==> src/rtl/daily_slot_trigger_matcher_assert.svh <==
// Assertion macros used by the slot trigger matcher RTL.
`ifndef DAILY_SLOT_TRIGGER_MATCHER_ASSERT_SVH
`define DAILY_SLOT_TRIGGER_MATCHER_ASSERT_SVH
`ifndef SYNTH
`define DSTM_ASSERT_IMPLY(label, clk, rst_n, ante, cons) \
	label: assert property (@(posedge clk) disable iff (!(rst_n)) (ante) |-> (cons)) \
		else $error("immediate implication failed");
`define DSTM_ASSERT_NEXT(label, clk, rst_n, ante, cons) \
	label: assert property (@(posedge clk) disable iff (!(rst_n)) (ante) |=> (cons)) \
		else $error("next-cycle implication failed");
`else
`define DSTM_ASSERT_IMPLY(label, clk, rst_n, ante, cons)
`define DSTM_ASSERT_NEXT(label, clk, rst_n, ante, cons)
`endif
`endif

==> src/rtl/dstm_pkg.sv <==
// Types, status codes and defaults for the slot trigger matcher.
`timescale 1ns / 1ps
package dstm_pkg;
	localparam int SLOT_COUNT_DEF = 16;
	localparam int ENTRY_W = 21;

	localparam logic [2:0] ST_INVALID  = 3'd0;
	localparam logic [2:0] ST_DONE     = 3'd1;
	localparam logic [2:0] ST_NOMATCH  = 3'd2;
	localparam logic [2:0] ST_RECORDED = 3'd3;
	localparam logic [2:0] ST_NOROOM   = 3'd4;
	localparam logic [2:0] ST_REFUSED  = 3'd5;

	typedef struct packed {
		logic [4:0] current_day;
		logic [4:0] current_hour;
		logic [5:0] current_minute;
		logic [7:0] slot_number;
		logic [4:0] slot_hour;
		logic [5:0] slot_minute;
		logic       queue_accepts;
	} dstm_check_t;

	typedef struct packed {
		logic       dispense_fire;
		logic [7:0] dispense_slot;
		logic [2:0] check_status;
	} dstm_result_t;

	typedef enum logic [3:0] {
		S_IDLE   = 4'b0001,
		S_SCAN   = 4'b0010,
		S_DRAIN  = 4'b0100,
		S_FINISH = 4'b1000
	} dstm_state_t;
endpackage

==> src/rtl/dstm_if.sv <==
// Valid/ready channel interfaces for slot checks and their results.
`timescale 1ns / 1ps
interface dstm_check_if import dstm_pkg::*; ();
	logic        valid;
	logic        ready;
	dstm_check_t data;
	modport source(output valid, output data, input ready);
	modport sink(input valid, input data, output ready);
endinterface

interface dstm_result_if import dstm_pkg::*; ();
	logic         valid;
	logic         ready;
	dstm_result_t data;
	modport source(output valid, output data, input ready);
	modport sink(input valid, input data, output ready);
endinterface

==> src/rtl/daily_slot_trigger_matcher.sv <==
// Top level of the daily schedule-slot trigger matcher.
`timescale 1ns / 1ps
`include "daily_slot_trigger_matcher_assert.svh"
// After a slot check is accepted, the trigger records, which sit in a RAM
// with one read port, are read and compared one per cycle, followed by a
// compare drain state and a decision state; only then can the next check be
// accepted. A check with an invalid slot id skips the scan and goes straight
// to the decision state. A change of day clears all records at once through
// their valid bits. The result is held in an output register, so a new check
// is accepted while the last result waits.
module daily_slot_trigger_matcher
	import dstm_pkg::*;
#(
	parameter int SLOT_COUNT = SLOT_COUNT_DEF
) (
	input  logic          clk,
	input  logic          arst_n,
	dstm_check_if.sink    check,
	dstm_result_if.source result
);
	localparam int AW = (SLOT_COUNT > 1) ? $clog2(SLOT_COUNT) : 1;

	dstm_state_t           state_q;
	dstm_check_t           item_q;
	logic                  id_ok_q;
	logic [ENTRY_W-1:0]    key_q;
	logic                  hit_q;
	logic                  free_found_q;
	logic [AW-1:0]         free_idx_q;
	logic [AW-1:0]         idx_q;
	logic                  cmp_s1;
	logic [AW-1:0]         cmp_idx_s1;
	logic [SLOT_COUNT-1:0] valid_q;
	logic [4:0]            last_day_q;
	logic                  out_valid_q;
	dstm_result_t          out_data_q;

	logic               accept;
	logic               id_ok;
	logic               time_match;
	logic               fire_w;
	logic               finish_load;
	logic               ram_we;
	logic [ENTRY_W-1:0] rdata;
	logic [2:0]         status_w;

	assign accept = check.valid && check.ready;
	assign check.ready = (state_q == S_IDLE);
	assign id_ok = (check.data.slot_number != 8'd0) &&
		(check.data.slot_number <= 8'(SLOT_COUNT));

	assign time_match = (item_q.current_hour == item_q.slot_hour) &&
		(item_q.current_minute == item_q.slot_minute);
	assign fire_w = id_ok_q && !hit_q && time_match && item_q.queue_accepts;
	assign finish_load = (state_q == S_FINISH) && (!out_valid_q || result.ready);
	assign ram_we = finish_load && fire_w && free_found_q;

	always_comb begin
		priority if (!id_ok_q) begin
			status_w = ST_INVALID;
		end else if (hit_q) begin
			status_w = ST_DONE;
		end else if (!time_match) begin
			status_w = ST_NOMATCH;
		end else if (!item_q.queue_accepts) begin
			status_w = ST_REFUSED;
		end else if (free_found_q) begin
			status_w = ST_RECORDED;
		end else begin
			status_w = ST_NOROOM;
		end
	end

	dstm_ram #(
		.WIDTH (ENTRY_W),
		.DEPTH (SLOT_COUNT),
		.ADDR_W(AW)
	) u_records (
		.clk  (clk),
		.we   (ram_we),
		.waddr(free_idx_q),
		.wdata(key_q),
		.raddr(idx_q),
		.rdata(rdata)
	);

	always_ff @(posedge clk or negedge arst_n) begin
		if (!arst_n) begin
			state_q      <= S_IDLE;
			id_ok_q      <= 1'b0;
			hit_q        <= 1'b0;
			free_found_q <= 1'b0;
			idx_q        <= '0;
			cmp_s1       <= 1'b0;
			valid_q      <= '0;
			last_day_q   <= 5'd0;
			out_valid_q  <= 1'b0;
		end else begin
			cmp_s1 <= (state_q == S_SCAN);
			// The record addressed in the previous cycle is compared against the key now.
			if (cmp_s1 && valid_q[cmp_idx_s1] && (rdata == key_q)) begin
				hit_q <= 1'b1;
			end
			if (finish_load) begin
				out_valid_q <= 1'b1;
			end else if (result.valid && result.ready) begin
				out_valid_q <= 1'b0;
			end
			unique case (state_q)
				S_IDLE: begin
					if (accept) begin
						id_ok_q      <= id_ok;
						hit_q        <= 1'b0;
						free_found_q <= 1'b0;
						idx_q        <= '0;
						if (check.data.current_day != last_day_q) begin
							valid_q    <= '0;
							last_day_q <= check.data.current_day;
						end
						state_q <= id_ok ? S_SCAN : S_FINISH;
					end
				end
				S_SCAN: begin
					if (!valid_q[idx_q] && !free_found_q) begin
						free_found_q <= 1'b1;
					end
					if (idx_q == AW'(SLOT_COUNT - 1)) begin
						state_q <= S_DRAIN;
					end else begin
						idx_q <= idx_q + AW'(1);
					end
				end
				S_DRAIN: begin
					state_q <= S_FINISH;
				end
				S_FINISH: begin
					if (finish_load) begin
						if (ram_we) begin
							valid_q[free_idx_q] <= 1'b1;
						end
						state_q <= S_IDLE;
					end
				end
				default: begin
					state_q <= S_IDLE;
				end
			endcase
		end
	end

	always_ff @(posedge clk) begin
		cmp_idx_s1 <= idx_q;
		if (accept) begin
			item_q <= check.data;
			key_q  <= {2'b00, check.data.slot_minute, check.data.slot_hour,
				check.data.slot_number};
		end
		if ((state_q == S_SCAN) && !valid_q[idx_q] && !free_found_q) begin
			free_idx_q <= idx_q;
		end
		if (finish_load) begin
			out_data_q.dispense_fire <= fire_w;
			out_data_q.dispense_slot <= fire_w ? item_q.slot_number : 8'd0;
			out_data_q.check_status  <= status_w;
		end
	end

	assign result.valid = out_valid_q;
	assign result.data  = out_data_q;

	`DSTM_ASSERT_NEXT(a_invalid_skips_scan, clk, arst_n, accept && !id_ok,
		state_q == S_FINISH)
	`DSTM_ASSERT_IMPLY(a_fire_status, clk, arst_n, result.valid && result.data.dispense_fire,
		(result.data.check_status == ST_RECORDED) || (result.data.check_status == ST_NOROOM))
	`DSTM_ASSERT_IMPLY(a_hit_blocks_fire, clk, arst_n, (state_q == S_FINISH) && hit_q, !fire_w)
	`DSTM_ASSERT_NEXT(a_record_added, clk, arst_n, ram_we,
		$countones(valid_q) == $past($countones(valid_q)) + 1)
endmodule

==> src/rtl/dstm_ram.sv <==
// Generic single-write, single-read RAM with registered read data.
`timescale 1ns / 1ps
module dstm_ram #(
	parameter int WIDTH = 21,
	parameter int DEPTH = 16,
	parameter int ADDR_W = (DEPTH > 1) ? $clog2(DEPTH) : 1
) (
	input  logic              clk,
	input  logic              we,
	input  logic [ADDR_W-1:0] waddr,
	input  logic [WIDTH-1:0]  wdata,
	input  logic [ADDR_W-1:0] raddr,
	output logic [WIDTH-1:0]  rdata
);
	logic [WIDTH-1:0] mem [DEPTH];

	always_ff @(posedge clk) begin
		if (we) begin
			mem[waddr] <= wdata;
		end
		rdata <= mem[raddr];
	end
endmodule
==> src/flat_wrapper.sv <==
// flat-port wrapper written by rule: the top's interface ports become plain ports
module daily_slot_trigger_matcher_flat import dstm_pkg::*;
#(
	parameter int SLOT_COUNT = SLOT_COUNT_DEF
)
  (clk, arst_n, check_valid, check_data, check_ready, result_valid, result_data, result_ready);
  dstm_check_if check_i ();
  dstm_result_if result_i ();
  input  logic clk;
  input  logic arst_n;
  input wire logic [$bits(check_i.valid)-1:0] check_valid;
  input wire logic [$bits(check_i.data)-1:0] check_data;
  output wire logic [$bits(check_i.ready)-1:0] check_ready;
  output wire logic [$bits(result_i.valid)-1:0] result_valid;
  output wire logic [$bits(result_i.data)-1:0] result_data;
  input wire logic [$bits(result_i.ready)-1:0] result_ready;
  assign check_i.valid = check_valid;
  assign check_i.data = check_data;
  assign check_ready = check_i.ready;
  assign result_valid = result_i.valid;
  assign result_data = result_i.data;
  assign result_i.ready = result_ready;
  daily_slot_trigger_matcher #(.SLOT_COUNT(SLOT_COUNT)) u_core (.clk(clk), .arst_n(arst_n), .check(check_i), .result(result_i));
endmodule
==> config.mk <==
export PLATFORM = sky130hd
export DESIGN_NAME = daily_slot_trigger_matcher_flat
export DESIGN_NICKNAME = d
export VERILOG_FILES = /design/src/rtl/dstm_pkg.sv /design/src/rtl/dstm_if.sv /design/src/rtl/daily_slot_trigger_matcher.sv /design/src/rtl/dstm_ram.sv /design/src/flat_wrapper.sv
export VERILOG_INCLUDE_DIRS = /design/src /design/src/rtl
export SDC_FILE = /design/constraint.sdc
export NUM_CORES = 1
export LEC_CHECK = 0
export ABC_AREA = 0
export BUFFER_PORTS_ARGS = -buffer_cell sky130_fd_sc_hd__buf_4
export CORE_MARGIN = 4
export CORE_UTILIZATION = 65
export DETAILED_ROUTE_END_ITERATION = 8
export GPL_TIMING_DRIVEN = 0
export PLACE_DENSITY_LB_ADDON = 0.15
export SETUP_SLACK_MARGIN = 0.3
export SLEW_MARGIN = 20
export SYNTH_ARGS = -nofsm -noshare
export SYNTH_HDL_FRONTEND = slang
export SYNTH_SLANG_ARGS = --single-unit
==> constraint.sdc <==
create_clock -name clk -period 6.7 [get_ports clk]
set_clock_uncertainty 0.05 [all_clocks]
set_input_delay 0.67 -clock clk [delete_from_list [all_inputs] [get_ports clk]]
set_output_delay 0.67 -clock clk [all_outputs]
set_load 0.01 [all_outputs]
==> results.cfg, run 1 <==
[power]
peakVddDrop_mv = 0.247
p_leak_nw = 5.86
power_density_nw_per_um2 = 308

[run]
maxCapViolations = 0

[drt]
vias = 8808
ant_nets = 0
wl_um = 37100
firstDrtPassIters = 6
drt_iter0_markers = 1121
drc = 0
wl_per_cell_um = 27.9
avgViaCountPerCell = 6.64

[logic_synthesis]
synth_top_area_share_pct = 66.7
synth_seq_area_share_pct = 75.0
syn_nets = 905
avgSynthCellArea_um2 = 18.3
syn_area_um2 = 15800
dominantRegCellSynth = edfxtp_1
synth_area_leaders = edfxtp_1 (67%), mux4_2 (6.4%), mux2i_1 (5.3%)
synth_top_area_cell = edfxtp_1
synth_edf_count = 351
yosys_warnings = 0
synth_seq_cells = 408
async_flop_share_pct = 8.33
synth_cell_types = 56
netlist_instances = 864

[timing]
setup_viol = 0
timing.final.crit_period_ns = 3.88
rsz0062_at_grt = false
hold_viol = 0
setup_tns_ns = 0
post-route-period-util_pct = 57.9
slew_violations = 0
fmax_mhz = 258
maxSlewHeadroom_pct = 32.9
worst_pin_slew_ns = 1.01

[outcome]
status = finished, final reports clean

[setup_path]
worstPathRequired_ns = 6.87
startpoint_type = flip-flop
worstPathArrival_ns = 4.05
worst-setup-path-type = flip-flop to flip-flop
crit_fanout = 18
timing.reg2reg.setup_slack_ns = 2.82
end_kind = flip-flop
r2r_cells = 8

[clock_tree]
cts.sinks = 408
clk_latency_ns = 0.53
clk_pin_slew_ns = 0.07
post_cts_resized = 0
cts_tree = done
numCtsBuffers = 39
cts_root_buffer = clkbuf_16
hold_buffers = 0
post-cts-setup-buffers = 0
htreeDepth = 2
clockBufferDepth = 3

[final_layout]
area_delta_synth_final_pct = 14.9
final_common_cell = edfxtp_1
nets = 1019
final_util_pct = 76.7
fillerInstances = 1368
final_area_um2 = 18200
n_antenna_cell = 0
drive_above_1_share_pct = 21.5
layout.cells.most_common_list = edfxtp_1 (351), mux2i_1 (84), buf_4 (64)

[floorplanning]
io_pins = 54
rows = 56
die_h_um = 164
core_area_um2 = 23700
die-area_um2 = 26900
initial_utilization_pct = 66.7
die_w_um = 164

[global_routing]
grt_usage_pct = 28.7
grt_pass1_wl_um = 55600
grt_max_degree = 41
antenna_found_initial = 0
gr-total-overflow = 0
grt_pass1_vias = 9057

[place]
place_area_um2 = 16900
io_buffers = 53
place_congestion = 0.855
dp_hpwl_um = 23500

[hold_path]
hp-class = input pin to asynchronous set/reset pin
-- path summary, 6_finish.rpt --
path	start	end
worst max-delay path	u_core.item_q[2]$_DFFE_PP_	u_core.u_records.mem[15][14]$_DFFE_PP_
worst min-delay path	arst_n	u_core.valid_q[12]$_DFFE_PN0P_
worst max register to register	u_core.item_q[2]$_DFFE_PP_	u_core.u_records.mem[15][14]$_DFFE_PP_
worst min register to register	u_core.idx_q[2]$_DFFE_PN0P_	u_core.cmp_idx_s1[2]$_DFF_P_
max in group asynchronous	arst_n	u_core.state_q[0]$_DFFE_PN1P_
min in group clk	check_data[1]	u_core.item_q[1]$_DFFE_PP_
-- synthesized netlist by cell type (all sizes together), types with 2 or more instances --
master    n
xnor2    33
nor3      9
dfxtp    23
mux2      5
nand2    29
xor2      4
dfrtp    33
nor2     16
o32ai     6
or4b      3
a31oi     2
clkbuf   28
o21ai    21
and3      9
mux2i    84
or3      10
nor2b     2
and2      2
mux4     45
a21oi     4
or4       2
nor4      3
o22ai    10
a22oi    19
inv      20
buf      17
edfxtp  351
a221oi   38
nand2b    5
nand4     8
nand3     4
-- metrics by stage --
stage / hold WS (ns) / power (mW) / std cells / worst slack [ns]
global placement: 0.347 / 3.50 / 1236 / 1.15
global route: 0.0803 / 5.76 / 1327 / 2.65
floorplan: 0.311 / 3.33 / 864 / 3.10
detailed placement: 0.337 / 3.53 / 1256 / 2.86
finish: 0.0443 / 5.58 / 1327 / 2.82
CTS: 0.0470 / 5.60 / 1327 / 2.82
-- cell families after synthesis --
| kind of cell | synth area share [%] |
|---|---|
| DFF | 75.0 |
| and+or+nand+nor | 3.56 |
| xor gates and xnor gates | 2.05 |
| AOI/OAI and AO/OA | 5.40 |
| muxes | 12.1 |
| buffers and inverters | 1.76 |
| adders and majority gates | 0.0792 |
-- layer usage --
layer	up-vias	routed length [µm]	global-route usage [%]
met4	0	983	8.62
met1	4476	14300	40.7
met2	561	18000	45.6
met5	-	0	0
li1	3713	-	-
met3	58	3780	6.60
-- power breakdown --
part           switching (mW)  total [mW]  internal, mW  leakage [nW]
logic                   0.221       0.395         0.175          1.45
registers               0.151        3.09          2.94          3.82
clock network           0.904        2.10          1.19         0.594
total                    1.28        5.58          4.31          5.86
-- state kept, by name, summed over array words and instances, names as in the netlist --
signal                  cells
u_core.u_records.mem      304
u_core.item_q              29
u_core.u_records.rdata     19
u_core.valid_q             16
u_core.result.data         12
u_core.last_day_q           5
u_core.cmp_idx_s1           4
u_core.free_idx_q           4
u_core.idx_q                4
u_core.state_q              4
u_core.key_q                2
u_core.cmp_s1               1
u_core.free_found_q         1
u_core.hit_q                1
u_core.id_ok_q              1
u_core.result.valid         1
-- worst max-delay path, cell delays in order, from the launching register on --
cell      delay, ns
edfxtp_1       0.81
xnor2_1        0.19
nand3_1        0.24
or4_1          0.58
clkbuf_1       0.18
clkbuf_1       0.32
nor3_2         0.67
buf_4          0.33
buf_6          0.18
-- final cells by class --
type                            instances  area [µm²]  share of cell area [%]
Buffer                                 45         200                    1.10
Sequential cell                       408       11900                    65.3
Clock buffer                           57        1100                    6.09
Tap cell                              319         399                    2.20
Clock inverter                         14         116                   0.641
Timing Repair Buffer                   73         629                    3.47
Multi-Input combinational cell        390        3770                    20.8
Inverter                               21        78.8                   0.434
Power figures use the tool's default switching activity.
==> run 2, diff against run 1 <==
- ABC_AREA: 0 -> 1
- CORE_UTILIZATION: 65 -> 62
- clock period: 6.7 -> 3.97 ns (I/O delays scaled with it)
==> run 2 against run 1 <==
Net effect: sequential share of layout area shrank 2.6 points; global-route usage grew 1.5 points; clock-buffer cell count shrank 1; maximum frequency grew 10%; area after synthesis grew 2.7%; largest cell class unchanged.
==> results.cfg, run 2 <==
[logic_synthesis]
syn_nets = 1366
synth_top_area_cell = edfxtp_1
synth_compound_gate_area_share_pct = 9.77
synth_area_leaders = edfxtp_1 (65%), nand2_1 (5.9%), dfrtp_1 (5.1%)
netlist_instances = 1325
synth_cell_types = 45
synth_most_common_cell = edfxtp_1
dominantRegCellSynth = edfxtp_1
avgSynthCellArea_um2 = 12.2
synth_fa_ha_area_share_pct = 0.0771
synth_seq_area_share_pct = 73.1
syn_area_um2 = 16200
synthXorXnorAreaFrac_pct = 0.756
synth_seq_cells = 408
synth_top_area_share_pct = 65.0
async_flop_share_pct = 8.33
synth_simple_gate_area_share_pct = 12.6
yosys_warnings = 0
synth_top_family_by_area = simple AND/OR/NAND/NOR gates
muxShareOfSynthArea_pct = 0.139
synth_edf_count = 351
synth_common_cells = edfxtp_1 (351), nand2_1 (257), nor2_1 (126)

[timing]
worst_pin_slew_ns = 1.02
hold-worst-slack_ns = 0.0118
slew_violations = 0
post-route-period-util_pct = 88.6
rsz0062_at_grt = false
maxSlewHeadroom_pct = 31.9
setup_tns_ns = 0
fmax_mhz = 284
hold_viol = 0
timing.final.crit_period_ns = 3.52
setup_viol = 0

[setup_path]
worst-setup-path-type = flip-flop to flip-flop
crit_buf_inv = 3
crit-reg2reg-launch = u_core.item_q[3]$_DFFE_PP_
reg2reg_to = u_core.u_records.mem[7][10]$_DFFE_PP_
cp_slowest_cell = edfxtp_1
startpoint_type = flip-flop
worstPathRequired_ns = 4.17
cp_common_cell = buf_2
r2r_cells = 8
worstPathCellList = xnor2_1 > nand2_1 > nor2_1 > nand4_1 > buf_2 > buf_2 > nor2_2 > buf_8
crit_fanout = 18
worstPathArrival_ns = 3.71
timing.reg2reg.setup_slack_ns = 0.45
max_stage_delay_ns = 0.85
crit_family = simple AND/OR/NAND/NOR gates
end_kind = flip-flop

[final_layout]
n_antenna_cell = 0
top_regs = u_core.u_records.mem: 304 flops, u_core.item_q: 29 flops, u_core.u_records.rdata: 19 flops
area_delta_synth_final_pct = 16.6
layout.cells.most_common_list = edfxtp_1 (351), nand2_1 (257), o21ai_0 (125)
final_common_cell = edfxtp_1
nets = 1507
largest_reg_flops = 304
seq_area_um2 = 11900
final_cells = 1829
drive_above_1_share_pct = 13.7
regMostFlops = u_core.u_records.mem
multi_input_area_um2 = 3880
fillerInstances = 1645

[clock_tree]
clk_latency_ns = 0.55
clk_pin_slew_ns = 0.06
cts.sinks = 408
cts_root_buffer = clkbuf_16
clockBufferDepth = 3
cts_tree = done
numCtsBuffers = 41
htreeDepth = 2

[floorplanning]
die_h_um = 170
io_pins = 54
rows = 58
initial_utilization_pct = 63.7
core_area_um2 = 25500
die_w_um = 170
die-area_um2 = 28800

[hold_path]
hold_depth = 1
holdPathEnd = u_core.item_q[16]$_DFFE_PP_
hp-class = input pin to flip-flop
worstHoldStart = check_data[16]

[drt]
wl_met2_um = 20200
maxUsedRoutingLayer = met5
wl_um = 43000
ant_nets = 0
drt_iter0_markers = 1421
met1_length_um = 16200
wl_per_cell_um = 23.5
vias = 11300
drc = 0
avgViaCountPerCell = 6.19
wl_met3_um = 5430
firstDrtPassIters = 5

[global_routing]
grt_pass1_vias = 11300
grt_pass1_wl_um = 65100
gr-total-overflow = 0
grt_usage_pct = 30.1
grt_max_degree = 37
antenna_found_initial = 1

[power]
peakVddDrop_mv = 0.509
power_density_nw_per_um2 = 566
p_leak_nw = 7.07

[run]
maxCapViolations = 0

[place]
place_congestion = 0.913
io_buffers = 53
dp_hpwl_um = 28400
dpl.cell_count = 1717

[outcome]
status = finished, final reports clean
run 2: cell types whose count changed after synthesis, sizes merged, moves of 13 or more:
cell and delta:
a21oi +69, a221oi -13, a22oi -19, buf +18
inv +55, mux2i -84, mux4 -45, nand2 +230
nand3 +55, nor2 +115, o21ai +108, o22ai +16
xnor2 -21
run 2: logic make-up (layout without fill, tap and decap cells):
kind of cell / Yosys count / after routing
xor+xnor: 14 / 14
flops: 408 / 408
simple gates: 486 / 486
fa+ha+maj: 1 / 1
mux: 2 / 2
buf+inv: 140 / 314
compound gates: 274 / 274
run 2: where the power goes:
group | leakage [nW] | internal, mW | total, mW | switching (mW)
registers | 3.82 | 5.01 | 5.31 | 0.296
clock network | 0.640 | 2.15 | 3.74 | 1.59
logic | 2.61 | 0.498 | 1.65 | 1.15
run 2: cell type report:
class                   count  area share, %
clock buffers              56           5.99
flip-flops and latches    408           62.7
clock inverters            20          0.939
inverters                  75           1.49
plain buffers              65           1.57
well taps                 330           2.18
multi-input cells         777           20.5
repair buffers             98           4.61
run 2: how the worst max path moves through the flow:
stage                          startpoint                                endpoint  slack (ns)  cells past startpoint
4_1_cts        u_core.item_q[3]$_DFFE_PP_   u_core.u_records.mem[2][14]$_DFFE_PP_        0.35                      8
6_report       u_core.item_q[3]$_DFFE_PP_   u_core.u_records.mem[7][10]$_DFFE_PP_        0.45                      8
3_3_place_gp   u_core.item_q[3]$_DFFE_PP_  u_core.u_records.mem[15][14]$_DFFE_PP_       -1.24                      6
2_1_floorplan  u_core.key_q[12]$_DFFE_PP_   u_core.u_records.mem[15][0]$_DFFE_PP_        0.90                      9
5_1_grt        u_core.item_q[1]$_DFFE_PP_   u_core.u_records.mem[7][17]$_DFFE_PP_        0.30                     11
3_5_place_dp   u_core.item_q[3]$_DFFE_PP_   u_core.u_records.mem[2][10]$_DFFE_PP_        0.36                      8
run 2: stage by stage:
step | power (mW) | util (%) | worst slack [ns] | area, µm²
2_1_floorplan | 6.26 | - | 0.897 | 16200
3_3_place_gp | 6.90 | 66.9 | -1.24 | 17000
3_5_place_dp | 6.97 | 67.6 | 0.364 | 17200
4_1_cts | 10.7 | 73.9 | 0.345 | 18800
5_1_grt | 11.1 | 74.2 | 0.295 | 18900
6_report | 10.7 | 74.2 | 0.454 | 18900
run 2: repair_timing:
action	4_1_cts	5_1_grt
setup buffers	0	5
hold buffers	30	1
gates resized for setup	0	2
endpoints found under the hold margin	62	1
setup endpoints to repair	0	158
run 2: routing by layer:
metal | track usage, % | up-vias
met5 | 0 | -
met4 | 9.73 | 2
met3 | 9.08 | 96
met2 | 47.3 | 707
met1 | 41.0 | 5496
li1 | - | 5028
